File: config.mk
export PLATFORM = sky130hd
export DESIGN_NAME = kbs_cell
export DESIGN_NICKNAME = d
export VERILOG_FILES = /design/src/rtl/kbs_pkg.sv /design/src/rtl/kbs_cell.sv
export SDC_FILE = /design/constraint.sdc
export NUM_CORES = 1
export LEC_CHECK = 0
export BUFFER_PORTS_ARGS = -buffer_cell sky130_fd_sc_hd__buf_2
export CAP_MARGIN = 20
export CORE_AREA = 3 3 191 193
export DETAILED_ROUTE_END_ITERATION = 8
export DIE_AREA = 0 0 194 196
export GPL_ROUTABILITY_DRIVEN = 0
export GPL_TIMING_DRIVEN = 0
export SYNTH_ARGS = -nofsm -noshare
export SYNTH_HDL_FRONTEND = slang
export SYNTH_SLANG_ARGS = --single-unit
File: constraint.sdc
create_clock -name clk_i -period 3.1 [get_ports clk_i]
set_clock_uncertainty 0.2 [all_clocks]
set_input_delay 0.31 -clock clk_i [delete_from_list [all_inputs] [get_ports clk_i]]
set_output_delay 0.31 -clock clk_i [all_outputs]
set_load 0.02 [all_outputs]
File: src/rtl/kbs_pkg.sv
package kbs_pkg;

  typedef enum logic [2:0] {
    CMD_PUSH   = 3'd0,
    CMD_POP    = 3'd1,
    CMD_PEEK   = 3'd2,
    CMD_LOOKUP = 3'd3,
    CMD_SET    = 3'd4,
    CMD_ADD    = 3'd5,
    CMD_SUB    = 3'd6
  } kbs_cmd_e;

  typedef enum logic [3:0] {
    ST_OK      = 4'd0,
    ST_DUP     = 4'd1,
    ST_BADCAT  = 4'd2,
    ST_FULL    = 4'd3,
    ST_EMPTY   = 4'd4,
    ST_MISSING = 4'd5,
    ST_NEGVAL  = 4'd6,
    ST_NEGRES  = 4'd7,
    ST_OVF     = 4'd8
  } kbs_status_e;

  typedef enum logic [1:0] {
    S_IDLE,
    S_SEARCH,
    S_REPLY
  } kbs_state_e;

  // register index = paddr[2]
  localparam logic REG_CAPACITY = 1'b0;
  localparam logic REG_MASK     = 1'b1;

  localparam logic [6:0] CAPACITY_RST = 7'd64;
  localparam logic [3:0] MASK_RST     = 4'd7;

  localparam logic signed [31:0] QTY_MAX = 32'sh7FFF_FFFF;

  typedef struct packed {
    logic [1:0]         cat;
    logic signed [31:0] qty;
    logic [31:0]        price;
  } kbs_entry_t;

  // search request walking down the cell row
  typedef struct packed {
    logic               active;
    kbs_cmd_e           cmd;
    logic signed [31:0] amount;
    logic               found;
    kbs_entry_t         ent;
    logic               ovf;
    logic               negres;
  } kbs_tok_t;

  typedef struct packed {
    logic dn;
    logic up;
  } kbs_shift_t;

  typedef struct packed {
    logic [6:0] capacity;
    logic [3:0] mask;
  } kbs_cfg_t;

endpackage

File: src/rtl/kbs_cell.sv
module kbs_cell #(
  parameter int KEY_BITS = 16,
  parameter int FILL_W   = 7,
  parameter int INDEX    = 0
) (
  input  logic                  clk_i,
  input  logic                  rst_ni,
  input  logic [FILL_W-1:0]     fill_i,
  input  kbs_pkg::kbs_shift_t   shift_i,
  input  logic [KEY_BITS-1:0]   prev_key_i,
  input  kbs_pkg::kbs_entry_t   prev_ent_i,
  input  logic [KEY_BITS-1:0]   next_key_i,
  input  kbs_pkg::kbs_entry_t   next_ent_i,
  output logic [KEY_BITS-1:0]   key_o,
  output kbs_pkg::kbs_entry_t   ent_o,
  input  kbs_pkg::kbs_tok_t     tok_i,
  input  logic [KEY_BITS-1:0]   tok_key_i,
  output kbs_pkg::kbs_tok_t     tok_o,
  output logic [KEY_BITS-1:0]   tok_key_o
);
  import kbs_pkg::*;

  localparam logic [FILL_W-1:0] Slot = FILL_W'(INDEX);

  logic [KEY_BITS-1:0] key_q, key_d;
  kbs_entry_t          ent_q, ent_d;
  kbs_tok_t            tok_q, tok_d;
  logic [KEY_BITS-1:0] tok_key_q;
  logic                tok_act_q;

  logic               in_use, hit, neg_amt, wr;
  logic [32:0]        sum, diff;
  logic               sum_ovf, diff_neg;
  logic signed [31:0] new_qty;
  logic               ovf_flag, negres_flag, upd_cmd;

  always_comb begin
    in_use   = Slot < fill_i;
    hit      = tok_i.active && in_use && !tok_i.found && (key_q == tok_key_i);
    neg_amt  = tok_i.amount[31];
    sum      = {ent_q.qty[31], ent_q.qty} + {tok_i.amount[31], tok_i.amount};
    diff     = {ent_q.qty[31], ent_q.qty} - {tok_i.amount[31], tok_i.amount};
    // positive result past the signed maximum
    sum_ovf  = !sum[32] && sum[31];
    diff_neg = diff[32];

    new_qty     = ent_q.qty;
    ovf_flag    = 1'b0;
    negres_flag = 1'b0;
    upd_cmd     = 1'b0;
    unique case (tok_i.cmd)
      CMD_SET: begin
        new_qty = tok_i.amount;
        upd_cmd = 1'b1;
      end
      CMD_ADD: begin
        new_qty  = sum_ovf ? QTY_MAX : sum[31:0];
        ovf_flag = sum_ovf;
        upd_cmd  = 1'b1;
      end
      CMD_SUB: begin
        negres_flag = diff_neg;
        new_qty     = diff_neg ? ent_q.qty : diff[31:0];
        upd_cmd     = !diff_neg;
      end
      default: ;
    endcase

    wr = hit && !neg_amt && upd_cmd;

    tok_d = tok_i;
    if (hit) begin
      tok_d.found      = 1'b1;
      tok_d.ent.cat    = ent_q.cat;
      tok_d.ent.price  = ent_q.price;
      tok_d.ent.qty    = wr ? new_qty : ent_q.qty;
      tok_d.ovf        = ovf_flag && !neg_amt;
      tok_d.negres     = negres_flag && !neg_amt;
    end

    priority if (shift_i.dn) begin
      key_d = prev_key_i;
      ent_d = prev_ent_i;
    end else if (shift_i.up) begin
      key_d = next_key_i;
      ent_d = next_ent_i;
    end else begin
      key_d = key_q;
      ent_d = ent_q;
      if (wr) ent_d.qty = new_qty;
    end
  end

  always_ff @(posedge clk_i) begin
    key_q     <= key_d;
    ent_q     <= ent_d;
    tok_q     <= tok_d;
    tok_key_q <= tok_key_i;
  end

  always_ff @(posedge clk_i or negedge rst_ni) begin
    if (!rst_ni) begin
      tok_act_q <= 1'b0;
    end else begin
      tok_act_q <= tok_i.active;
    end
  end

  always_comb begin
    tok_o        = tok_q;
    tok_o.active = tok_act_q;
  end

  assign tok_key_o = tok_key_q;
  assign key_o     = key_q;
  assign ent_o     = ent_q;

endmodule

==> results.toml, run 1 <==
[run_status]
status = "finished with violations"
failed_checks = "setup timing"

[synth]
netlist_area_um2 = 11400
ys.warnings.count = 0
synthArstFlopShare_pct = 0.493
ys.flop_type = "dfxtp_1"
synth_cells = 1287
synth_cell_types = 90
synth_nets = 1649
synth_edf_count = 50
synth_seq_area_share_pct = 40.3
synth_seq_cells = 203
synth_area_per_cell_um2 = 8.82

[die]
die_y_um = 196
io_pins = 499
start_util_pct = 32.7
die_x_um = 194
core_area_um2 = 34700
placementRows = 68
dieArea_um2 = 38000

[worst_setup_path]
worstReg2RegEnd = "tok_o[64]$_DFF_P_"
regToRegSetupSlack_ns = -0.67
crit_required_ns = 3.35
crit_start = "ent_o[32]$_DFF_P_"
endpoint_kind = "register"
worstSetupPathType = "register to register"
crit_path_end = "tok_o[64]$_DFF_P_"
r2r-start = "ent_o[32]$_DFF_P_"
worst-path-max-fanout = 3
rr_worst_depth = 15
crit_arrival_ns = 4.02
startpoint_type = "register"

[placement]
place_ws_ns = -1.36
placedInstanceArea_um2 = 14600
port_buffers = 498
dp.cells = 2241
dp_hpwl_um = 43700

[power]
pwr-share-clk_pct = 31.5
p_per_area_nw_per_um2 = 458
power_uw = 9410
sw_frac_of_total_pct = 34.8
power.switching_uw = 3280
ir_worst_vdd_uv = 389
p_comb_share_pct = 35.6
power_frac_seq_pct = 32.9
leakage_uw = 0.00922
intPower_uw = 6130

[global_routing]
antenna_found_initial = 8
overflow = 0
grt_usage_pct = 30.6
grt_max_degree = 60
grt_pass1_wl_um = 90100
grt_pass1_vias = 14463

[sta]
slew-limit-headroom_pct = 34.2
rsz0062_at_grt = "true"
fin_crit_sh_pct = 122
hold_viol = 0
worst_slew_pin_slew_ns = 0.987
slew_viol_final = 0
min_period_ns = 3.77
fmax_mhz = 265
fin_ws_ns = -0.673
finalSetupViolations = 65

[clock_network]
cts.clk_slew.worst_paths_ns = 0.06
cts-root-buf = "clkbuf_16"
htreeDepth = 1
clockBufferDepth = 3
tritoncts = "done"
cts_buffers = 25
cts_sinks = 203
clock_latency_ns = 0.57

[route]
vias = 14483
drc_errors = 0
routed_wl_um = 62200
first_iter_violations = 1204
vias_per_cell = 5.44
final_antenna_net_count = 0
dr.pass1.iters = 7
routedWlPerCell_um = 23.4

[min_path]
hp-class = "input pin to register"

[cells_and_area]
finalInstanceArea_um2 = 20600
drive_gt1_share_pct = 40.9
instances_no_fill = 2662
synthToLayoutAreaGrowth_pct = 81.2
final_util_pct = 59.3
final_nets = 2544

[flow_run]
cap_violations = 0
-- power groups by stage --
stage	registers (uW)	logic [uW]	clock network, uW
floorplan	3340	1230	0
global placement	3130	2300	0
detailed placement	3130	2310	0
CTS	3090	3030	3010
global route	3110	3530	3130
finish	3100	3350	2960
-- cell families after synthesis --
kind of cell	synth area share, %
xor+xnor	5.40
mux	2.63
fa+ha+maj	7.41
flops	40.3
compound gates	23.5
buf+inv	5.31
simple gates	15.5
-- layer usage --
| layer | vias up | track usage (%) | wire length [um] |
|---|---|---|---|
| met4 | 4 | 13.9 | 3810 |
| met2 | 916 | 53.3 | 30000 |
| li1 | 6408 | - | - |
| met3 | 230 | 6.83 | 5720 |
| met1 | 6925 | 36.0 | 22700 |
| met5 | - | 0 | 29 |
-- cells in the mapped netlist, types with 13 or more instances --
cell type	count	area [um^2]
a211oi_1	16	120
a21o_1	14	105
a21oi_1	90	450
a22o_1	37	324
a22oi_1	14	105
a31oi_1	18	113
buf_2	20	100
clkbuf_1	42	158
dfxtp_1	152	3040
edfxtp_1	50	1500
ha_1	64	801
inv_1	66	248
mux2_2	23	259
nand2_1	193	724
nand4_1	15	93.8
nor2_1	99	372
nor2b_1	13	81.3
nor3_1	15	75.1
o21a_1	14	105
o21ai_0	37	185
o21ai_1	18	90.1
o31ai_1	30	225
xnor2_1	58	508
-- layout by cell type (no fill, tap or decap), types with 10 or more instances in the layout --
| cell | instances |
|---|---|
| buf_4 | 64 |
| nand2_1 | 186 |
| xor2_1 | 12 |
| inv_1 | 61 |
| a211oi_4 | 10 |
| clkbuf_1 | 36 |
| nor3_1 | 11 |
| nand4_1 | 15 |
| dlygate4sd3_1 | 285 |
| edfxtp_1 | 50 |
| o21a_1 | 14 |
| o21ai_1 | 18 |
| nor2_1 | 88 |
| ha_4 | 11 |
| dfxtp_1 | 133 |
| a21o_1 | 13 |
| nand2b_1 | 11 |
| dfxtp_2 | 10 |
| o21ai_0 | 24 |
| xnor2_1 | 56 |
| o21ai_2 | 10 |
| o31ai_2 | 16 |
| buf_2 | 504 |
| ha_1 | 49 |
| a21oi_2 | 14 |
| a22o_1 | 37 |
| o31ai_1 | 12 |
| clkbuf_16 | 27 |
| buf_12 | 11 |
| a21oi_1 | 70 |
| nor2b_1 | 11 |
| buf_6 | 32 |
| a31oi_4 | 11 |
| mux2_2 | 19 |
-- layout make-up --
| class | instances | area, um^2 |
|---|---|---|
| Inverter | 72 | 275 |
| Antenna cell | 6 | 15.0 |
| Multi-Input combinational cell | 936 | 7540 |
| Sequential cell | 203 | 4620 |
| Timing Repair Buffer | 873 | 6250 |
| Clock buffer | 38 | 724 |
| Clock inverter | 8 | 95.1 |
| Buffer | 71 | 480 |
| Tap cell | 455 | 569 |
| Fill cell | 2830 | 14100 |
-- critical path: stages, from the launching register on --
cell       delay (ns)
dfxtp_4          0.37
ha_4             0.17
fa_2             0.33
nor2b_4          0.14
o211ai_1         0.28
nand3_2          0.20
buf_4            0.19
a2111oi_4        0.36
buf_4            0.19
o21ai_4          0.09
a31oi_2          0.26
xnor2_1          0.18
a311oi_1         0.12
a21oi_1          0.18
o21ai_1          0.13
mux2_4           0.27
-- repair_timing --
action | in CTS | in global routing
cloned | 3 | 1
setup endpoints to repair | 101 | 88
hold buffers | 285 | 0
pin swaps | 63 | 54
gates resized for setup | 224 | 96
hold endpoints to repair | 203 | 0
setup buffers | 61 | 25
-- per-stage QoR --
stage	hold slack, ns	setup TNS, ns
after CTS	0.0169	-26.16
final	0.00883	-35.15
after global routing	0.0395	-39.72
after floorplan	-0.186	-4.90
after detailed placement	-0.113	-76.03
after global placement	-0.115	-158.43
-- worst min-delay path by stage --
stage	startpoint	to	slack, ns	depth (start not counted)
final	next_ent_i[53]	ent_o[53]$_DFF_P_	0.009	3
after global routing	next_ent_i[53]	ent_o[53]$_DFF_P_	0.04	3
after CTS	next_ent_i[53]	ent_o[53]$_DFF_P_	0.02	3
after detailed placement	rst_ni	tok_act_q$_DFF_PN0_	-0.11	1
after global placement	rst_ni	tok_act_q$_DFF_PN0_	-0.12	1
after floorplan	rst_ni	tok_act_q$_DFF_PN0_	-0.19	0
-- registers in the layout, indices dropped and copies added (netlist names) --
| name | flops |
|---|---|
| tok_o | 104 |
| tok_act_q | 1 |
| ent_o | 66 |
| tok_key_o | 16 |
| key_o | 16 |
Power figures use the tool's default switching activity.
==> inputs of run 2 (changes only) <==
PLACE_DENSITY_LB_ADDON = 0.1   (was default)
clock period = 3 ns   (was 3.1 ns; I/O delays follow)
==> run 2 against run 1 <==
The run still ends with setup timing left. Global-route usage fell by 0.34 points. Largest power group unchanged. Routed wire length fell by 2.1%. Hold slack better by 0.031 ns. Cell count unchanged. Power is 0.92% higher. Clock power up 1%. Die area is the same. Non-clock buffer count shrank 4. Combinational power fell by 1%. Critical path depth up 1. Sequential share of layout area up 0.27 points. Sequential power is 3% higher.
==> results.toml, run 2 (synthesis gave the netlist of run 1 again) <==
[run_status]
status = "finished with violations"
failed_checks = "setup timing"

[route]
drc_errors = 0
routedWlPerCell_um = 22.9
vias = 13779
vias_per_cell = 5.18
routed_wl_um = 60900
dr.pass1.iters = 5
final_antenna_net_count = 0
first_iter_violations = 915

[die]
die_y_um = 196
dieArea_um2 = 38000
io_pins = 499
start_util_pct = 32.7
placementRows = 68
die_x_um = 194
core_area_um2 = 34700

[sta]
fmax_mhz = 262
fin_ws_ns = -0.816
hold_ws_ns = 0.0401
finalSetupViolations = 65
rsz0062_at_grt = "true"
min_period_ns = 3.82
worst_slew_pin_slew_ns = 0.960
fin_crit_sh_pct = 127
slew_viol_final = 0
slew-limit-headroom_pct = 36.0
hold_viol = 0

[clock_network]
cts_sinks = 203
cts_buffers = 25
tritoncts = "done"
cts-root-buf = "clkbuf_16"
clock_latency_ns = 0.54
cts.clk_slew.worst_paths_ns = 0.06
clockBufferDepth = 3
htreeDepth = 1

[power]
intPower_uw = 6280
p_per_area_nw_per_um2 = 469
power_frac_seq_pct = 33.5
p_comb_share_pct = 34.9
pwr-share-clk_pct = 31.6
leakage_uw = 0.00914
sw_frac_of_total_pct = 33.9
power.switching_uw = 3220
ir_worst_vdd_uv = 479

[worst_setup_path]
crit_arrival_ns = 4.04
crit_required_ns = 3.23
crit_chain = "ha_4 > fa_2 > nor2b_4 > o211ai_1 > nand3_2 > a21oi_4 > a31oi_4 > a211oi_4 > buf_4 > o31ai_4 > a21o_4 > buf_12 > buf_12 > a221oi_4 > o31ai_2 > o21a_1"
startpoint_type = "register"
worstSetupPathType = "register to register"
worst-path-max-fanout = 5
endpoint_kind = "register"
cpMaxStageDelayCell = "dfxtp_4"
worst_path_most_repeated_cell = "buf_12"
crit_path_max_incr_delay_ns = 0.36

[global_routing]
overflow = 0
antenna_found_initial = 13
grt_max_degree = 34
grt_pass1_vias = 14140
grt_pass1_wl_um = 88400
grt_usage_pct = 30.2

[cells_and_area]
drive_gt1_share_pct = 39.8
final_common_cell = "buf_2"
final_nets = 2540
final_cell_mix = "buf_2, dlygate4sd3_1, nand2_1, dfxtp_1, nor2_1"
largest_reg_flops = 104
synthToLayoutAreaGrowth_pct = 78.6
finalInstanceArea_um2 = 20300
final_util_pct = 58.4

[flow_run]
cap_violations = 0

[min_path]
hp-class = "input pin to register"

[placement]
port_buffers = 498
place_ws_ns = -1.28
placedInstanceArea_um2 = 14700
dp_hpwl_um = 45200
[run 2: critical path, delay by kind of cell, from the launching register on]
family,cells,cell delay [ns]
DFF,1,0.36
AOI/OAI and AO/OA,9,1.84
buffers and inverters,3,0.42
adders and majority gates,2,0.52
and+or+nand+nor,2,0.36
[run 2: metal layers]
metal	up-vias	wire (um)	GRT usage, %
met5	-	40	0
met3	156	4260	6.29
li1	6389	-	-
met4	6	2670	14.0
met1	6580	23900	35.6
met2	648	30100	52.9
[run 2: repair_timing]
action,in CTS,in global routing
setup endpoints to repair,95,90
setup buffers,54,26
endpoints found under the hold margin,204,0
resized for setup,203,68
pin swaps,74,37
hold buffers,286,0
gates cloned,4,0
[run 2: per-stage QoR]
stage | setup TNS (ns) | total power (uW) | std cells
floorplan | -10.17 | 4730 | 1287
detailed placement | -75.90 | 5630 | 2243
global placement | -150.96 | 5620 | 2240
global route | -47.21 | 9890 | 2661
CTS | -36.92 | 9370 | 2628
finish | -40.59 | 9500 | 2662
[run 2: final cells by class]
cell class | count | area, um^2
Sequential cell | 203 | 4600
Antenna cell | 11 | 27.5
Clock inverter | 8 | 75.1
Timing Repair Buffer | 868 | 6140
Clock buffer | 37 | 732
Fill cell | 3015 | 14400
Inverter | 72 | 280
Tap cell | 455 | 569
Multi-Input combinational cell | 936 | 7360
Buffer | 72 | 482
[run 2: worst paths after layout]
kind / start / end / slack (ns) / cells past startpoint
max in group asynchronous: rst_ni / tok_act_q$_DFF_PN0_ / 2.09 / 3
hold reg to reg: ent_o[12]$_DFFE_PP_ / tok_o[14]$_DFF_P_ / 0.26 / 2
setup / recovery: ent_o[32]$_DFF_P_ / ent_o[43]$_DFF_P_ / -0.82 / 16
hold / removal: prev_ent_i[49] / ent_o[49]$_DFF_P_ / 0.04 / 3
setup reg to reg: ent_o[32]$_DFF_P_ / ent_o[43]$_DFF_P_ / -0.82 / 16
min in group asynchronous: rst_ni / tok_act_q$_DFF_PN0_ / 0.41 / 3
[run 2: power groups by stage]
stage	Sequential (uW)	Clock, uW	Combinational (uW)
6_report	3190	3000	3310
5_1_grt	3210	3150	3530
4_1_cts	3180	3060	3140
3_5_place_dp	3230	0	2410
3_3_place_gp	3230	0	2400
2_1_floorplan	3450	0	1280
==> inputs of run 3 (changes only) <==
SETUP_SLACK_MARGIN = 0.5   (was default)
==> run 3 against run 2 <==
The flow still finishes with violations (setup timing). Combinational power increased by 2%. Via count increased by 2.5%. Sequential power about the same. Critical path depth unchanged. Core utilization increased by 2.0 points. Worst setup slack improved by 0.026 ns. Sequential cell count unchanged. Final area increased by 3.4%. Power increased by 2.3%. Largest cell class unchanged. First-iteration DRC count decreased by 12%. Sequential share of layout area decreased by 0.74 points. Critical endpoint is now tok_o[42]$_DFF_P_.
==> results.toml, run 3 (synthesis gave the netlist of run 1 again) <==
[run_status]
status = "finished with violations"
failed_checks = "setup timing"

[cells_and_area]
final_util_pct = 60.4
final_common_cell = "buf_2"
drive_gt1_share_pct = 43.4
n_fill_cell = 2968
synthToLayoutAreaGrowth_pct = 84.7
final_nets = 2562
largest_reg_flops = 104
final_cell_mix = "buf_2, dlygate4sd3_1, nand2_1, dfxtp_1, nor2_1"

[worst_setup_path]
cpMaxStageDelayCell = "a41oi_4"
r2r-start = "ent_o[32]$_DFF_P_"
endpoint_kind = "register"
crit_chain = "inv_4 > ha_4 > inv_2 > fa_2 > a211oi_2 > o21ai_2 > o211ai_1 > nand2_2 > a41oi_4 > o31a_4 > nor3_4 > buf_4 > a221o_1 > a221oi_2 > a21oi_2 > mux2_4"
crit_path_max_incr_delay_ns = 0.40
startpoint_type = "register"
crit_required_ns = 3.22
crit_arrival_ns = 4.01
worstReg2RegEnd = "tok_o[42]$_DFF_P_"
worstSetupPathType = "register to register"
worst-path-max-fanout = 4
rr_worst_depth = 16
regToRegSetupSlack_ns = -0.79

[sta]
fin_ws_ns = -0.790
min_period_ns = 3.79
slew-limit-headroom_pct = 35.0
hold_viol = 0
worst_slew_pin_slew_ns = 0.974
fin_crit_sh_pct = 126
fin_setup_tns_ns = -42.27
slew_viol_final = 0
rsz0062_at_grt = "true"
finalSetupViolations = 65
fmax_mhz = 264

[power]
power.switching_uw = 3340
p_per_area_nw_per_um2 = 464
p_comb_share_pct = 34.7
sw_frac_of_total_pct = 34.3
pwr-share-clk_pct = 32.3
ir_worst_vdd_uv = 418
power_uw = 9720
leakage_uw = 0.00957
power_frac_seq_pct = 33.0
intPower_uw = 6390

[clock_network]
cts.clk_slew.worst_paths_ns = 0.06
cts-root-buf = "clkbuf_16"
clockBufferDepth = 3
tritoncts = "done"
htreeDepth = 1
cts_sinks = 203
clock_latency_ns = 0.54
cts_buffers = 25

[route]
first_iter_violations = 801
routed_wl_um = 62700
routedWlPerCell_um = 23.4
vias_per_cell = 5.27
dr.pass1.iters = 5
vias = 14124
drc_errors = 0
final_antenna_net_count = 0

[global_routing]
grt_max_degree = 47
grt_pass1_wl_um = 89500
grt_pass1_vias = 14184
antenna_found_initial = 5
overflow = 0
grt_usage_pct = 30.5

[min_path]
hold_path_depth = 3
hold_end = "ent_o[51]$_DFF_P_"
hp-start = "prev_ent_i[51]"
hp-class = "input pin to register"

[die]
placementRows = 68
dieArea_um2 = 38000
die_x_um = 194
core_area_um2 = 34700
die_y_um = 196
start_util_pct = 32.7
io_pins = 499

[placement]
dp_hpwl_um = 45300
port_buffers = 498

[flow_run]
cap_violations = 0
## run 3: worst max path at each step
| stage | slack, ns | to | from |
|---|---|---|---|
| after floorplan | -0.33 | tok_o[42]$_DFF_P_ | ent_o[32]$_DFF_P_ |
| after global placement | -1.25 | ent_o[53]$_DFF_P_ | tok_i[69] |
| after detailed placement | -1.30 | ent_o[43]$_DFF_P_ | tok_i[69] |
| after CTS | -0.81 | tok_o[42]$_DFF_P_ | ent_o[32]$_DFF_P_ |
| after global routing | -0.86 | tok_o[42]$_DFF_P_ | ent_o[32]$_DFF_P_ |
| final | -0.79 | tok_o[42]$_DFF_P_ | ent_o[32]$_DFF_P_ |
## run 3: final cells by class
type / instances / area, um^2 / share of cell area, %
sequential: 203 / 4610 / 22.0
timing repair buffer: 886 / 6440 / 30.7
clock buffer: 32 / 682 / 3.25
clock inverter: 13 / 150 / 0.716
multi-input combinational: 936 / 7600 / 36.2
inverter: 72 / 280 / 1.34
tap: 455 / 569 / 2.72
buffer: 76 / 624 / 2.98
antenna: 5 / 12.5 / 0.0597
## run 3: power by group through the flow
stage | Combinational (uW) | Clock (uW) | Sequential (uW)
2_1_floorplan | 1280 | 0 | 3450
3_3_place_gp | 2410 | 0 | 3230
3_5_place_dp | 2420 | 0 | 3230
4_1_cts | 3120 | 3170 | 3180
5_1_grt | 3580 | 3290 | 3230
6_report | 3380 | 3140 | 3210
## run 3: layer usage
metal	part of all wire, %	up-vias	global-route usage, %
li1	-	6429	-
met1	39	6820	37.1
met2	50	726	54.9
met3	6.9	149	5.19
met4	3.8	0	9.95
met5	0	-	0
## run 3: repair_timing
item | in CTS | in global routing
gates cloned | 4 | 2
gates resized for setup | 208 | 203
pin swaps | 71 | 56
endpoints found under the setup margin | 101 | 114
setup buffers | 67 | 27
hold buffers | 286 | 0
endpoints found under the hold margin | 204 | 0
## run 3: per-stage QoR
| step | hold slack [ns] | instances | cell area (um^2) | setup slack [ns] |
|---|---|---|---|---|
| final | 0.0362 | 2678 | 21000 | -0.790 |
| after global routing | 0.0309 | 2677 | 21000 | -0.856 |
| after CTS | 0.0112 | 2644 | 20000 | -0.814 |
| after detailed placement | -0.122 | 2242 | 14700 | -1.30 |
| after global placement | -0.125 | 2240 | 14600 | -1.25 |
| after floorplan | -0.196 | 1287 | 11600 | -0.329 |
## run 3: worst max-delay path: cells and delay by family (launching register included)
family	cells	cell delay (ns)
muxes	1	0.27
DFF	1	0.37
buffers and inverters	3	0.25
adders and majority gates	2	0.48
AOI/OAI and AO/OA	8	1.84
and+or+nand+nor	2	0.25
