`config.mk`:
```
export PLATFORM = sky130hd
export DESIGN_NAME = kbs_ctrl
export DESIGN_NICKNAME = d
export VERILOG_FILES = /design/src/rtl/kbs_pkg.sv /design/src/rtl/kbs_ctrl.sv
export SDC_FILE = /design/constraint.sdc
export NUM_CORES = 1
export LEC_CHECK = 0
export BUFFER_PORTS_ARGS = -buffer_cell sky130_fd_sc_hd__buf_2
export CORE_AREA = 4 4 229 231
export DETAILED_ROUTE_END_ITERATION = 8
export DIE_AREA = 0 0 233 235
export PLACE_DENSITY = 0.47
export SLEW_MARGIN = 15
export SYNTH_ARGS = -nofsm -noshare
export SYNTH_HDL_FRONTEND = slang
export SYNTH_SLANG_ARGS = --single-unit
export TNS_END_PERCENT = 5
```
`constraint.sdc`:
```
create_clock -name clk_i -period 9.33 [get_ports clk_i]
set_clock_uncertainty 0.1 [all_clocks]
set_input_delay 1.3995 -clock clk_i [delete_from_list [all_inputs] [get_ports clk_i]]
set_output_delay 1.3995 -clock clk_i [all_outputs]
set_load 0.005 [all_outputs]
```
`src/rtl/kbs_pkg.sv`:
```
package kbs_pkg;

  typedef enum logic [2:0] {
    CMD_PUSH   = 3'd0,
    CMD_POP    = 3'd1,
    CMD_PEEK   = 3'd2,
    CMD_LOOKUP = 3'd3,
    CMD_SET    = 3'd4,
    CMD_ADD    = 3'd5,
    CMD_SUB    = 3'd6
  } kbs_cmd_e;

  typedef enum logic [3:0] {
    ST_OK      = 4'd0,
    ST_DUP     = 4'd1,
    ST_BADCAT  = 4'd2,
    ST_FULL    = 4'd3,
    ST_EMPTY   = 4'd4,
    ST_MISSING = 4'd5,
    ST_NEGVAL  = 4'd6,
    ST_NEGRES  = 4'd7,
    ST_OVF     = 4'd8
  } kbs_status_e;

  typedef enum logic [1:0] {
    S_IDLE,
    S_SEARCH,
    S_REPLY
  } kbs_state_e;

  // register index = paddr[2]
  localparam logic REG_CAPACITY = 1'b0;
  localparam logic REG_MASK     = 1'b1;

  localparam logic [6:0] CAPACITY_RST = 7'd64;
  localparam logic [3:0] MASK_RST     = 4'd7;

  localparam logic signed [31:0] QTY_MAX = 32'sh7FFF_FFFF;

  typedef struct packed {
    logic [1:0]         cat;
    logic signed [31:0] qty;
    logic [31:0]        price;
  } kbs_entry_t;

  // search request walking down the cell row
  typedef struct packed {
    logic               active;
    kbs_cmd_e           cmd;
    logic signed [31:0] amount;
    logic               found;
    kbs_entry_t         ent;
    logic               ovf;
    logic               negres;
  } kbs_tok_t;

  typedef struct packed {
    logic dn;
    logic up;
  } kbs_shift_t;

  typedef struct packed {
    logic [6:0] capacity;
    logic [3:0] mask;
  } kbs_cfg_t;

endpackage

```
`src/rtl/kbs_ctrl.sv`:
```
module kbs_ctrl #(
  parameter int DEPTH    = 64,
  parameter int KEY_BITS = 16,
  parameter int FILL_W   = 7
) (
  input  logic                      clk_i,
  input  logic                      rst_ni,
  input  kbs_pkg::kbs_cfg_t         cfg_i,
  input  logic                      in_valid_i,
  output logic                      in_stall_o,
  input  logic [2:0]                cmd_i,
  input  logic [15:0]               item_key_i,
  input  logic [1:0]                category_code_i,
  input  logic signed [31:0]        amount_i,
  input  logic [31:0]               unit_price_i,
  output logic                      out_valid_o,
  input  logic                      out_stall_i,
  output logic [3:0]                status_o,
  output logic [15:0]               entry_key_o,
  output logic [1:0]                entry_category_o,
  output logic signed [31:0]        entry_quantity_o,
  output logic [31:0]               entry_price_o,
  output logic                      in_stock_o,
  output logic [6:0]                entry_count_o,
  output logic [FILL_W-1:0]         fill_o,
  output kbs_pkg::kbs_shift_t       shift_o,
  output logic [KEY_BITS-1:0]       new_key_o,
  output kbs_pkg::kbs_entry_t       new_ent_o,
  input  logic [KEY_BITS-1:0]       top_key_i,
  input  kbs_pkg::kbs_entry_t       top_ent_i,
  output kbs_pkg::kbs_tok_t         tok_o,
  output logic [KEY_BITS-1:0]       tok_key_o,
  input  kbs_pkg::kbs_tok_t         tail_tok_i
);
  import kbs_pkg::*;

  kbs_state_e state_q, state_d;

  kbs_cmd_e            cmd_q;
  logic [KEY_BITS-1:0] key_q;
  logic [1:0]          cat_q;
  logic signed [31:0]  amount_q;
  logic [31:0]         price_q;
  logic                launch_q;
  kbs_tok_t            hold_q;
  logic [FILL_W-1:0]   fill_q, fill_d;

  logic               out_valid_q;
  kbs_status_e        status_q;
  logic [15:0]        out_key_q;
  logic [1:0]         out_cat_q;
  logic signed [31:0] out_qty_q;
  logic [31:0]        out_price_q;
  logic               out_stock_q;
  logic [6:0]         out_count_q;

  logic [63:0]         in_key_wide;
  logic [KEY_BITS-1:0] in_key;
  kbs_cmd_e            in_cmd;
  logic                in_acc, out_free, reply, full;
  logic [31:0]         limit, cap_wide;

  kbs_status_e         res_status;
  logic [KEY_BITS-1:0] res_key;
  kbs_entry_t          res_ent;
  logic [63:0]         res_key_wide;
  logic [31:0]         fill_wide;
  kbs_shift_t          shift;

  function automatic logic is_keyed(kbs_cmd_e c);
    logic k;
    unique case (c)
      CMD_PUSH, CMD_LOOKUP, CMD_SET, CMD_ADD, CMD_SUB: k = 1'b1;
      default:                                         k = 1'b0;
    endcase
    return k;
  endfunction

  assign in_key_wide = 64'(item_key_i);
  assign in_key      = in_key_wide[KEY_BITS-1:0];
  assign in_cmd      = kbs_cmd_e'(cmd_i);
  assign in_acc      = in_valid_i && (state_q == S_IDLE);
  assign out_free    = !out_valid_q || !out_stall_i;
  assign reply       = (state_q == S_REPLY) && out_free;

  assign cap_wide = 32'(cfg_i.capacity);
  assign limit    = (cap_wide < 32'(DEPTH)) ? cap_wide : 32'(DEPTH);
  assign full     = 32'(fill_q) >= limit;

  // next state
  always_comb begin
    state_d = state_q;
    unique case (state_q)
      S_IDLE: begin
        if (in_valid_i) state_d = is_keyed(in_cmd) ? S_SEARCH : S_REPLY;
      end
      S_SEARCH: begin
        if (tail_tok_i.active) state_d = S_REPLY;
      end
      S_REPLY: begin
        if (out_free) state_d = S_IDLE;
      end
      default: state_d = S_IDLE;
    endcase
  end

  // result and stack moves
  always_comb begin
    res_status = ST_OK;
    res_key    = '0;
    res_ent    = '0;
    shift      = '0;
    fill_d     = fill_q;
    unique case (cmd_q)
      CMD_PUSH: begin
        priority if (hold_q.found) begin
          res_status = ST_DUP;
        end else if (!cfg_i.mask[cat_q]) begin
          res_status = ST_BADCAT;
        end else if (full) begin
          res_status = ST_FULL;
        end else begin
          res_key  = key_q;
          res_ent  = '{cat: cat_q, qty: amount_q, price: price_q};
          shift.dn = reply;
          if (reply) fill_d = fill_q + FILL_W'(1);
        end
      end
      CMD_POP, CMD_PEEK: begin
        if (fill_q == '0) begin
          res_status = ST_EMPTY;
        end else begin
          res_key = top_key_i;
          res_ent = top_ent_i;
          if (cmd_q == CMD_POP) begin
            shift.up = reply;
            if (reply) fill_d = fill_q - FILL_W'(1);
          end
        end
      end
      CMD_LOOKUP, CMD_SET, CMD_ADD, CMD_SUB: begin
        priority if (fill_q == '0) begin
          res_status = ST_EMPTY;
        end else if (!hold_q.found) begin
          res_status = ST_MISSING;
        end else begin
          res_key = key_q;
          res_ent = hold_q.ent;
          priority if (cmd_q != CMD_LOOKUP && amount_q[31]) begin
            res_status = ST_NEGVAL;
          end else if (cmd_q == CMD_SUB && hold_q.negres) begin
            res_status = ST_NEGRES;
          end else if (cmd_q == CMD_ADD && hold_q.ovf) begin
            res_status = ST_OVF;
          end else begin
            res_status = ST_OK;
          end
        end
      end
      default: ;
    endcase
  end

  assign res_key_wide = 64'(res_key);
  assign fill_wide    = 32'(fill_d);

  always_ff @(posedge clk_i or negedge rst_ni) begin
    if (!rst_ni) begin
      state_q     <= S_IDLE;
      fill_q      <= '0;
      launch_q    <= 1'b0;
      out_valid_q <= 1'b0;
    end else begin
      state_q  <= state_d;
      fill_q   <= fill_d;
      launch_q <= in_acc && is_keyed(in_cmd);
      if (reply) begin
        out_valid_q <= 1'b1;
      end else if (!out_stall_i) begin
        out_valid_q <= 1'b0;
      end
    end
  end

  always_ff @(posedge clk_i) begin
    if (in_acc) begin
      cmd_q    <= in_cmd;
      key_q    <= in_key;
      cat_q    <= category_code_i;
      amount_q <= amount_i;
      price_q  <= unit_price_i;
    end
    if (state_q == S_SEARCH && tail_tok_i.active) begin
      hold_q <= tail_tok_i;
    end
    if (reply) begin
      status_q    <= res_status;
      out_key_q   <= res_key_wide[15:0];
      out_cat_q   <= res_ent.cat;
      out_qty_q   <= res_ent.qty;
      out_price_q <= res_ent.price;
      out_stock_q <= !res_ent.qty[31] && (res_ent.qty != '0);
      out_count_q <= fill_wide[6:0];
    end
  end

  // new request enters the top cell the cycle after acceptance
  always_comb begin
    tok_o        = '0;
    tok_o.active = launch_q;
    tok_o.cmd    = cmd_q;
    tok_o.amount = amount_q;
  end

  assign tok_key_o = key_q;
  assign new_key_o = key_q;
  assign new_ent_o = '{cat: cat_q, qty: amount_q, price: price_q};
  assign shift_o   = shift;
  assign fill_o    = fill_q;

  assign in_stall_o       = (state_q != S_IDLE);
  assign out_valid_o      = out_valid_q;
  assign status_o         = status_q;
  assign entry_key_o      = out_key_q;
  assign entry_category_o = out_cat_q;
  assign entry_quantity_o = out_qty_q;
  assign entry_price_o    = out_price_q;
  assign in_stock_o       = out_stock_q;
  assign entry_count_o    = out_count_q;

endmodule

```
==> results of run 1 <==
-- registers in the layout, summed over array words and instances (netlist names), 2 cells and up --
| signal | count |
|---|---|
| cat_q | 2 |
| amount_q | 32 |
| status_o | 4 |
| cmd_q | 3 |
| hold_q | 69 |
| entry_count_o | 7 |
| entry_quantity_o | 32 |
| price_q | 32 |
| new_key_o | 16 |
| fill_o | 7 |
| state_q | 2 |
| entry_key_o | 16 |
| entry_category_o | 2 |
| entry_price_o | 32 |
-- report_power, final --
part | internal [mW] | switching [mW] | leakage (nW)
Combinational | 0.352 | 0.602 | 3.32
Clock | 0.703 | 0.484 | 0.472
Sequential | 1.60 | 0.147 | 2.47
-- worst register-to-register path, cell delays in order, from the launching register on --
cell and delay [ns]:
sky130_fd_sc_hd__dfrtp_1 0.47, sky130_fd_sc_hd__inv_1 0.14, sky130_fd_sc_hd__ha_1 0.31, sky130_fd_sc_hd__nor2b_1 0.14, sky130_fd_sc_hd__o21ai_1 0.14, sky130_fd_sc_hd__a21oi_1 0.25, sky130_fd_sc_hd__and3_4 0.39, sky130_fd_sc_hd__buf_4 0.65
sky130_fd_sc_hd__o21ai_0 0.45, sky130_fd_sc_hd__a31oi_1 0.25
-- layout make-up --
type | count | share of cell area
Antenna cell | 1 | 0.000171
Clock buffer | 40 | 0.0540
Clock inverter | 16 | 0.0136
Inverter | 65 | 0.0169
Multi-Input combinational cell | 337 | 0.155
Sequential cell | 259 | 0.529
Tap cell | 672 | 0.0576
Timing Repair Buffer | 501 | 0.174
-- cells in the final DEF, fill, tap and decap left out, types with 10 or more instances in the layout --
master / count
sky130_fd_sc_hd__edfxtp_1: 248
sky130_fd_sc_hd__inv_1: 63
sky130_fd_sc_hd__clkbuf_1: 10
sky130_fd_sc_hd__nor2_1: 15
sky130_fd_sc_hd__o21ai_0: 10
sky130_fd_sc_hd__a22o_1: 16
sky130_fd_sc_hd__ha_1: 10
sky130_fd_sc_hd__clkbuf_16: 30
sky130_fd_sc_hd__buf_2: 490
sky130_fd_sc_hd__conb_1: 69
sky130_fd_sc_hd__buf_4: 11
sky130_fd_sc_hd__nand2_1: 36
sky130_fd_sc_hd__nor4_1: 17
sky130_fd_sc_hd__dfrtp_1: 11
sky130_fd_sc_hd__a21oi_1: 12
sky130_fd_sc_hd__a222oi_1: 57
-- synthesized netlist by cell type (11+ instances only) --
cell type                  count
sky130_fd_sc_hd__buf_4       121
sky130_fd_sc_hd__a22o_1       16
sky130_fd_sc_hd__a222oi_1     57
sky130_fd_sc_hd__nor2_1       15
sky130_fd_sc_hd__nand2_1      36
sky130_fd_sc_hd__nor4_1       17
sky130_fd_sc_hd__dfrtp_1      11
sky130_fd_sc_hd__buf_2        14
sky130_fd_sc_hd__inv_1        64
sky130_fd_sc_hd__edfxtp_1    248
sky130_fd_sc_hd__a21oi_1      13
-- cells by family after synthesis --
| kind of cell | share of synthesized area |
|---|---|
| other cells | 0.000338 |
| buf+inv | 0.125 |
| compound gates | 0.101 |
| mux | 0.00428 |
| fa+ha+maj | 0.0113 |
| flops | 0.695 |
| xor+xnor | 0.00394 |
| simple gates | 0.0590 |
-- layer usage --
layer	track usage	vias up
met5	0	-
met4	0.0324	4
met3	0.0512	49
met1	0.166	3907
li1	-	3600
met2	0.246	496
-- metrics by stage --
stage / instance area (um^2) / power (mW) / utilization
2_1_floorplan: 11400 / 2.31 / -
3_3_place_gp: 13600 / 2.75 / 0.272
3_5_place_dp: 13600 / 2.76 / 0.272
4_1_cts: 14600 / 3.97 / 0.292
5_1_grt: 14600 / 4.11 / 0.292
6_report: 14600 / 3.88 / 0.292
-- path summary, 6_finish.rpt --
kind,from,to,depth (start not counted)
max,cfg_i[10],shift_o[1],10
min,hold_q[17],entry_price_o[15],2
max reg2reg,fill_o[0],in_stock_o,9
min reg2reg,hold_q[17],entry_price_o[15],2
max in group asynchronous,rst_ni,launch_q,1
min in group asynchronous,rst_ni,fill_o[4],1
==> summary by stage, run 1 <==
Clocking
The clock drives 259 sinks. The H-tree level count is 1. The number of gates resized after CTS was 0. TritonCTS created 30 clock buffers. The CTS tree is done. After clock tree synthesis, the clock-pin slew on the worst setup and hold paths is 0.06 ns. The cell sitting at the root of the clock tree is a sky130_fd_sc_hd__clkbuf_16. The number of hold buffers added after CTS is 0.

At the later pin of the worst-skew pair, clock insertion delay measures 0.59 ns. The number of setup buffers added after CTS is 0. The maximum clock path buffer count is 3.

Placement
The number of buffer cells added on primary ports is 490. Routability-driven placement finished with a final weighted congestion of 0.831. The count of placed standard cells including taps is 1,834.

Prior to clock tree synthesis, the placed netlist has a worst setup slack of 4.56 ns. The half-perimeter wire length of the detailed placement result is 31,100 um.

Detailed routing
The number of nets with antenna violations after routing is 0. The first TritonRoute pass finished after 6 iterations. After detailed routing, the met2 layer carries 20,400 um of wire. The per-cell routed wire length is 21.8 um. The remaining routing DRC violations is 0.

The routed length on met3 is 4370 um. The detailed-route via count is 8,056. In this run, the number of DRC markers left after iteration 0 of detailed routing was 584.

The detailed router used layers up to and including met5. The detailed router put a total of 15,400 um of wire on met1. The per-cell via count in the routed design is 4.26. The post-detailed-routing wire length is 41,100 um.

Die
The die covers 0.0548 mm^2. The chip height is 235 um. The horizontal die dimension is 233 um.

The top-level port count is 595. The initial utilization of the core area, before any placement, comes to 0.222. The number of core rows is 82. The core outline area is 0.0501 mm^2.

STA
The transition time at the pin with the least slew margin is 0.894 ns. Derived from the worst setup path, the maximum achievable clock frequency is 211 MHz. Counting I/O delays and the setup requirement, the final critical path takes 4.75 ns.

Setup repair after global routing left no endpoint under its margin. In this run the tightest slew margin relative to its limit is 0.404. The number of max-slew violations in the final report came to 0. The tightest hold path in the finished design has a slack of 0.448 ns.

The worst path meets setup with 4.58 ns of slack. The number of setup violations in the final report is 0. The number of hold violations in the final report is 0. The setup TNS is 0 ns. Of the available clock period, the critical path in the final layout requires 0.509.

Worst setup path
For this design, the slowest cell found on the critical path is sky130_fd_sc_hd__and3_4. The signal on the critical path passes through buf_2 > inv_1 > nand2_1 > ha_1 > a21oi_1 > o21ai_1 > a21oi_1 > and3_4 > and2_1 > buf_2. The family of cells with the greatest summed delay on the critical path is simple AND/OR/NAND/NOR gates. The type of element launching the critical path is an input port.

The critical path buffer and inverter count is 3. The kind of end point of the critical path is an output pin. At the worst endpoint, the arrival time is 3.25 ns. The worst-case register-to-register setup slack is 5.89 ns. For this run, the slowest stage of the critical path takes 0.39 ns.

The startpoint-to-endpoint class of the critical path is input port to output pin. The data required time of the worst path is 7.83 ns. Along the worst path, the maximum fanout reaches 10.

Synth
The number of instances in the synthesized netlist is 745. Of the synthesized area, sequential elements account for 0.695. After synthesis, the cell types taking the most area are sky130_fd_sc_hd__edfxtp_1, sky130_fd_sc_hd__buf_4, sky130_fd_sc_hd__a222oi_1.

The share of synthesized area in the top cell type comes to 0.671. Yosys mapped the design onto 61 distinct sky130hd cell types. The average cell area after synthesis is 14.9 um^2.

The library cell with the largest summed area after synthesis is sky130_fd_sc_hd__edfxtp_1. Yosys printed 0 warnings. For this run, asynchronously set or reset flops after synthesis account for 0.0425.

The flip-flop and latch count after synthesis is 259. Summing every instance area after synthesis gives 0.0111 mm^2. The synthesized design contains 248 enable-type register cells. The most used flip-flop cell after synthesis is sky130_fd_sc_hd__edfxtp_1.

Outcome
The flow ran to the end, and the final reports show no timing, DRC or antenna violations.

Global route
The global routing usage summed across all routing layers is 0.141. The maximum number of pins on one net before global-route repair is 61. After global routing the overflow that remains totals 0. The number of global-route vias before repair is 8,297. The number of antenna violations at the first check in global routing is 2.

The first-pass GRT wire length is 57,400 um.

Job
The number of max-cap violations is 0.

Layout
The register area is 0.00772 mm^2. The area growth from synthesis to layout is 31.5%. The net total in the final layout is 1,491.

The final cell count without fillers is 1,891. The footprint of the multi-input gates is 0.00227 mm^2. The fraction of final layout cells sized beyond drive strength 1 is 0.457. The fill cell instance count of the final layout is 5,205.

Power
For this design the ratio of total power to cell area is 266 mW/mm^2. The leakage power summed over all cells is 6.26 nW. The worst voltage drop across the vdd grid is 0.196 mV.

Worst hold path
The min-delay analysis places its worst path in the category flop to flop.
Power figures use the tool's default switching activity.
==> run 2: changes to the inputs <==
Clock period 9.33 ns to 4.5 ns, I/O delays scaled along.
==> summary by stage, run 2 (synthesis results as in run 1) <==
Detailed routing
The remaining routing DRC violations is 0. The per-cell via count in the routed design is 4.27. After the first detailed-routing iteration, the DRC count stood at 612. For this run, the detailed router's first-pass iteration total came to 7. The number of nets with antenna violations after routing is 0. For this block, the via count after detailed routing is 8,069.

The per-cell routed wire length is 21.7 um. The post-detailed-routing wire length is 41,100 um.

Layout
Relative to the synthesized area, the layout overhead comes to 32.2%. The footprint of the multi-input gates is 0.00228 mm^2. Counting flops per register, the top entry is hold_q. The net total in the final layout is 1,495. The commonest non-fill, non-tap cell in the layout is sky130_fd_sc_hd__buf_2. The sequential cells in the finished layout cover a total of 0.00772 mm^2. The final cell count without fillers is 1,891. The finished layout cell area is 0.0147 mm^2. The register with the most flip-flops in the layout has 69 of them. Fill cells in the final layout number 5,158. In the layout the commonest cells are sky130_fd_sc_hd__buf_2, sky130_fd_sc_hd__edfxtp_1, sky130_fd_sc_hd__conb_1. In the final layout, the share of cells above drive strength 1 is 0.462.

Die
The full die area is 0.0548 mm^2. In this run the core area contains 82 standard-cell rows. The horizontal die dimension is 233 um. The core outline area is 0.0501 mm^2. The chip height is 235 um.

For this configuration, the core starts out at a cell density of 0.222. The top-level port count is 595.

STA
The final critical-path share of the clock period is 0.791. The maximum clock frequency is 281 MHz. Setup repair after global routing left no endpoint under its margin. The post-route minimum period is 3.56 ns. The number of max-slew violations in the final report is 0. Setup violations remaining at the end of the flow were counted as 0. The headroom to the max-slew limit is 0.453.

The number of hold violations in the final report is 0. The worst hold slack across all endpoints is 0.159 ns. The setup TNS is 0 ns.

At the pin with the least slew margin, the transition time is 0.814 ns.

Clocking
After clock tree synthesis, the repair step resized 0 gates. The clock buffer count from CTS is 31. Clock-pin slew was measured on the worst setup and hold paths at 0.06 ns. The H-tree level count is 1. TritonCTS built the clock tree. The tree is rooted in a sky130_fd_sc_hd__clkbuf_16.

Clock tree synthesis found a total of 259 sinks. Counting along the longest clock path gives a buffer depth of 3. The number of hold buffers added after CTS is 1.

The insertion delay to the later sink of the worst-skew pair is 0.58 ns. In this run the post-CTS setup repair buffer count came out at 0.

Worst setup path
On the worst path, the slowest cell contributes a delay of 0.46 ns. Measured in cells, the most critical reg-to-reg path has a length of 9. The startpoint of the worst register-to-register path is fill_o[0]. STA puts the critical path data required time at 3.72 ns. Traced cell by cell, the critical path runs through inv_1 > ha_1 > nor2b_1 > o21ai_1 > a21oi_1 > and3_4 > and2_1 > buf_2.

The arrival time reported for the critical path endpoint is 2.79 ns. The worst setup path is launched from a flop. The slowest stage of the critical path belongs to the cell sky130_fd_sc_hd__dfrtp_1.

The critical path is of the flop to output pin type. The startpoint of the worst setup timing path is fill_o[0]. Along the worst path, the maximum fanout reaches 22. The kind of end point of the critical path is an output pin.

For flop-to-flop paths, the worst setup slack is 1.50 ns. In this run the critical register-to-register path is captured at in_stock_o.

Power
After layout, the design draws a total of 8.10 mW. The power density over cell area is 552 mW/mm^2. The worst voltage drop across the vdd grid is 0.394 mV. The leakage power summed over all cells is 6.30 nW.

Placement
The number of buffer cells added on primary ports is 490. After detailed placement, the total cell area comes to 0.0137 mm^2. The congestion estimate from routability-driven global placement came to 0.820. The half-perimeter wire length of the detailed placement result is 31,400 um. The count of placed standard cells including taps is 1,836.

Global route
Entering global routing, the biggest net connects 58 pins. The overflow left after global routing is 0. The number of global-route vias before repair is 8,390. The first global-routing pass estimated 57,400 um of wire. The global routing usage summed across all routing layers is 0.141.

The number of antenna violations at the first check in global routing is 4.

Job
The number of max-cap violations is 0.

Worst hold path
The tightest min-delay check is of the input port to flop type. The launch instance of the worst min-delay path is tail_tok_i[27]. The worst hold path endpoint is hold_q[27]. Along the worst hold path, the cell count comes to 1.

Outcome
The run finished with clean final reports.
-- run 2: cell count changes in the layout (fill, tap and decap cells not counted), moves of 2 or more --
cell	previous run	this run
sky130_fd_sc_hd__clkbuf_1	10	7
sky130_fd_sc_hd__clkbuf_16	30	32
sky130_fd_sc_hd__clkinv_1	7	3
sky130_fd_sc_hd__clkbuf_8	0	4
sky130_fd_sc_hd__bufinv_16	4	2
sky130_fd_sc_hd__buf_12	0	3
-- run 2: routing by layer --
layer,vias to the layer above,GRT usage,part of all wire
met1,3921,0.164,0.37
met2,484,0.246,0.49
met4,6,0.0339,0.025
li1,3603,-,-
met5,-,0,0.00085
met3,55,0.0549,0.11
-- run 2: metrics by stage --
step / setup WS, ns / utilization
floorplan: 0.126 / -
global placement: 1.02 / 0.273
detailed placement: 1.05 / 0.273
CTS: 0.867 / 0.293
global route: 0.717 / 0.293
finish: 0.939 / 0.293
-- run 2: how the worst max path moves through the flow --
stage | end | depth (start not counted)
2_1_floorplan | shift_o[1] | 2
6_report | shift_o[1] | 8
3_3_place_gp | entry_key_o[0] | 11
3_5_place_dp | entry_key_o[13] | 11
4_1_cts | shift_o[1] | 8
5_1_grt | shift_o[1] | 8
-- run 2: where the power goes --
part	leakage (nW)	internal, mW	switching [mW]
combinational	3.35	0.758	1.24
sequential	2.47	3.30	0.315
clock	0.482	1.47	1.02
-- run 2: critical path: cells and delay by family, from the launching register on --
kind	cells	cell delay (ns)
flip-flops	1	0.46
adder cells (fa/ha/maj)	1	0.31
AND/OR/NAND/NOR	3	0.75
buffers and inverters	2	0.26
AO/OA/AOI/OAI	2	0.39
-- run 2: final cells by class --
cell class	instances	area share
sequential	259	0.526
clock buffer	43	0.0601
clock inverter	10	0.00792
antenna	1	0.000170
inverter	65	0.0168
timing repair buffer	504	0.177
tap	672	0.0573
multi-input combinational	337	0.155
==> run 3: changes to the inputs <==
Clock period 4.5 ns to 3.32 ns, I/O delays scaled along.
==> summary by stage, run 3 (synthesis results as in run 1) <==
Detailed routing
The detailed-route via count is 8,602. The number of optimization iterations in the first detailed-route pass is 8. The detailed router finished its first iteration with 596 violations. Summed over all layers, the routed wires come to 42,200 um. The remaining routing DRC violations is 0. The per-cell routed wire length is 20.6 um. In the routed layout, each cell is associated on average with a via count of 4.19. The number of nets with antenna violations after routing is 0.

STA
The clock period could shrink to 3.08 ns. Setup repair after global routing left no endpoint under its margin. The number of max-slew violations in the final report came to 0. The number of hold violations in the final report is 0. Dividing the final minimum period by the clock period gives 0.929. The worst pin sits at a relative slew slack of 0.460. The number of setup violations in the final report is 0.

Setup total negative slack on the finished layout was measured at 0 ns. At the pin with the least slew margin, the transition time is 0.804 ns. The worst hold slack across all endpoints is 0.0311 ns. Derived from the worst setup path, the maximum achievable clock frequency is 324 MHz. The final critical-path setup slack is 0.235 ns.

Layout
The fraction of final layout cells sized beyond drive strength 1 is 0.415. The final cell count without fillers is 2,051. In the final design database the tool counted 1,654 nets.

The utilization of the core after routing is 0.326. The top register by number of flip-flops is hold_q. The commonest non-fill, non-tap cell in the layout is sky130_fd_sc_hd__buf_2. The final antenna diode count is 0. The register with the most flip-flops in the layout has 69 of them.

Leaving out fill and tap cells, the most frequent cells in the layout are sky130_fd_sc_hd__buf_2, sky130_fd_sc_hd__edfxtp_1, sky130_fd_sc_hd__dlygate4sd3_1. Compared with the post-synthesis result, the final layout area differs by 47.2%.

Power
IR analysis of the VDD net gives a maximum drop of 0.393 mV. The logic gate share of total power is 0.263. The sequential cell fraction of total power is 0.434. Of the total power, the clock network draws 0.303. The internal power consumption is 7.72 mW.

The switching power of the nets is 3.51 mW. The leakage power summed over all cells is 7.00 nW. Power spread over the standard cell area amounts to 687 mW/mm^2.

The switching share of power is 0.313.

Die
The die covers 0.0548 mm^2. For this configuration, the core starts out at a cell density of 0.222. The horizontal die dimension is 233 um. In this run the vertical extent of the chip is 235 um.

The core region is 0.0501 mm^2. After floorplanning, the core was divided into 82 placement rows. 595 I/O pins were placed.

Worst setup path
The worst setup path is captured at an output pin. The type of element launching the critical path is a flop. The critical path is of the flop to output pin type. Along the worst path, the maximum fanout reaches 6. The arrival time reported for the critical path endpoint is 2.49 ns. The data required time of the worst path is 2.72 ns.

Outcome
The run finished with clean final reports.

Placement
The congestion estimate from routability-driven global placement came to 0.798. The pre-CTS worst setup slack is 0.225 ns. In this run, placement finished with an instance count of 1,842.

The number of buffer cells added on primary ports is 490. Detailed placement finished with a half-perimeter wire length of 31,600 um.

Clocking
The later pin in the worst-skew pair is clocked with a latency of 0.60 ns. The clock drives 259 sinks. In this run, CTS created clock tree buffers numbering 30. The maximum clock path buffer count is 3.

The CTS tree is done. In this run the number of H-tree levels came out at 1. Clock-pin slew was measured on the worst setup and hold paths at 0.06 ns. The cell at the root of the clock tree is sky130_fd_sc_hd__clkbuf_16.

Global route
The number of global-route vias before repair is 8,998. Entering global routing, the biggest net connects 61 pins. The overflow left after global routing is 0. Across every metal layer, demand over resource in global routing totals 0.147.

The number of antenna violations at the first check in global routing is 4. The first global-routing pass estimated 60,300 um of wire.

Job
The tool flagged a number of max-cap violations equal to 0.

Worst hold path
The path class of the tightest hold or removal check is input port to flop.
run 3: cell count changes in the layout (fill, tap and decap cells not counted), sizes merged, moves of 2 or more:
| cell | before | now |
|---|---|---|
| buf | 503 | 510 |
| bufinv | 2 | 5 |
| clkbuf | 43 | 34 |
| clkinv | 5 | 15 |
| clkinvlp | 2 | 0 |
| dlygate4sd3 | 1 | 154 |
run 3: per-stage QoR:
stage          area [um^2]  power, mW
2_1_floorplan        11400       6.46
3_3_place_gp         13800       7.81
3_5_place_dp         13800       7.82
4_1_cts              16300       11.4
5_1_grt              16300       11.9
6_report             16300       11.2
run 3: worst paths after layout:
path / startpoint / to / slack (ns) / cells past startpoint
worst min-delay path: unit_price_i[17] / price_q[17] / 0.03 / 1
worst max register to register: cmd_q[1] / in_stock_o / 0.48 / 6
worst max-delay path: fill_o[0] / shift_o[1] / 0.24 / 8
max in group asynchronous: rst_ni / fill_o[0] / 2.64 / 2
min in group asynchronous: rst_ni / fill_o[5] / 0.24 / 2
worst min register to register: hold_q[67] / entry_category_o[1] / 0.45 / 2
run 3: layout make-up:
type	instances	area [um^2]
clock inverters	20	241
flip-flops and latches	259	7720
inverters	65	246
fillers	5018	33700
multi-input cells	337	2280
clock buffers	34	766
repair buffers	664	4240
well taps	672	841
run 3: timing repair:
action / in CTS / in global routing
pin swaps: 1 / 1
setup buffers: 0 / 1
endpoints found under the setup margin: 1 / 1
hold endpoints to repair: 164 / 0
hold buffers: 154 / 0
gates cloned: 0 / 0
resized for setup: 0 / 2
run 3: layer usage:
layer / wire [um] / part of all wire / GRT usage
met2: 21400 / 0.51 / 0.265
met4: 1270 / 0.030 / 0.0398
met5: 28 / 0.00066 / 0
met1: 15600 / 0.37 / 0.165
met3: 3910 / 0.093 / 0.0481
run 3: critical path, cell delays in order, from the launching register on:
cell                      delay [ns]
sky130_fd_sc_hd__dfrtp_2        0.44
sky130_fd_sc_hd__inv_1          0.16
sky130_fd_sc_hd__ha_1           0.25
sky130_fd_sc_hd__nor2b_1        0.11
sky130_fd_sc_hd__o21ai_1        0.17
sky130_fd_sc_hd__a21oi_2        0.22
sky130_fd_sc_hd__and3_4         0.28
sky130_fd_sc_hd__and2_1         0.14
sky130_fd_sc_hd__buf_2          0.13
run 3: power groups by stage:
stage | sequential [mW] | combinational (mW) | clock (mW)
3_3_place_gp | 4.95 | 2.85 | 0
6_report | 4.88 | 2.95 | 3.40
3_5_place_dp | 4.96 | 2.86 | 0
2_1_floorplan | 4.89 | 1.57 | 0
4_1_cts | 4.90 | 3.01 | 3.51
5_1_grt | 4.95 | 3.28 | 3.68
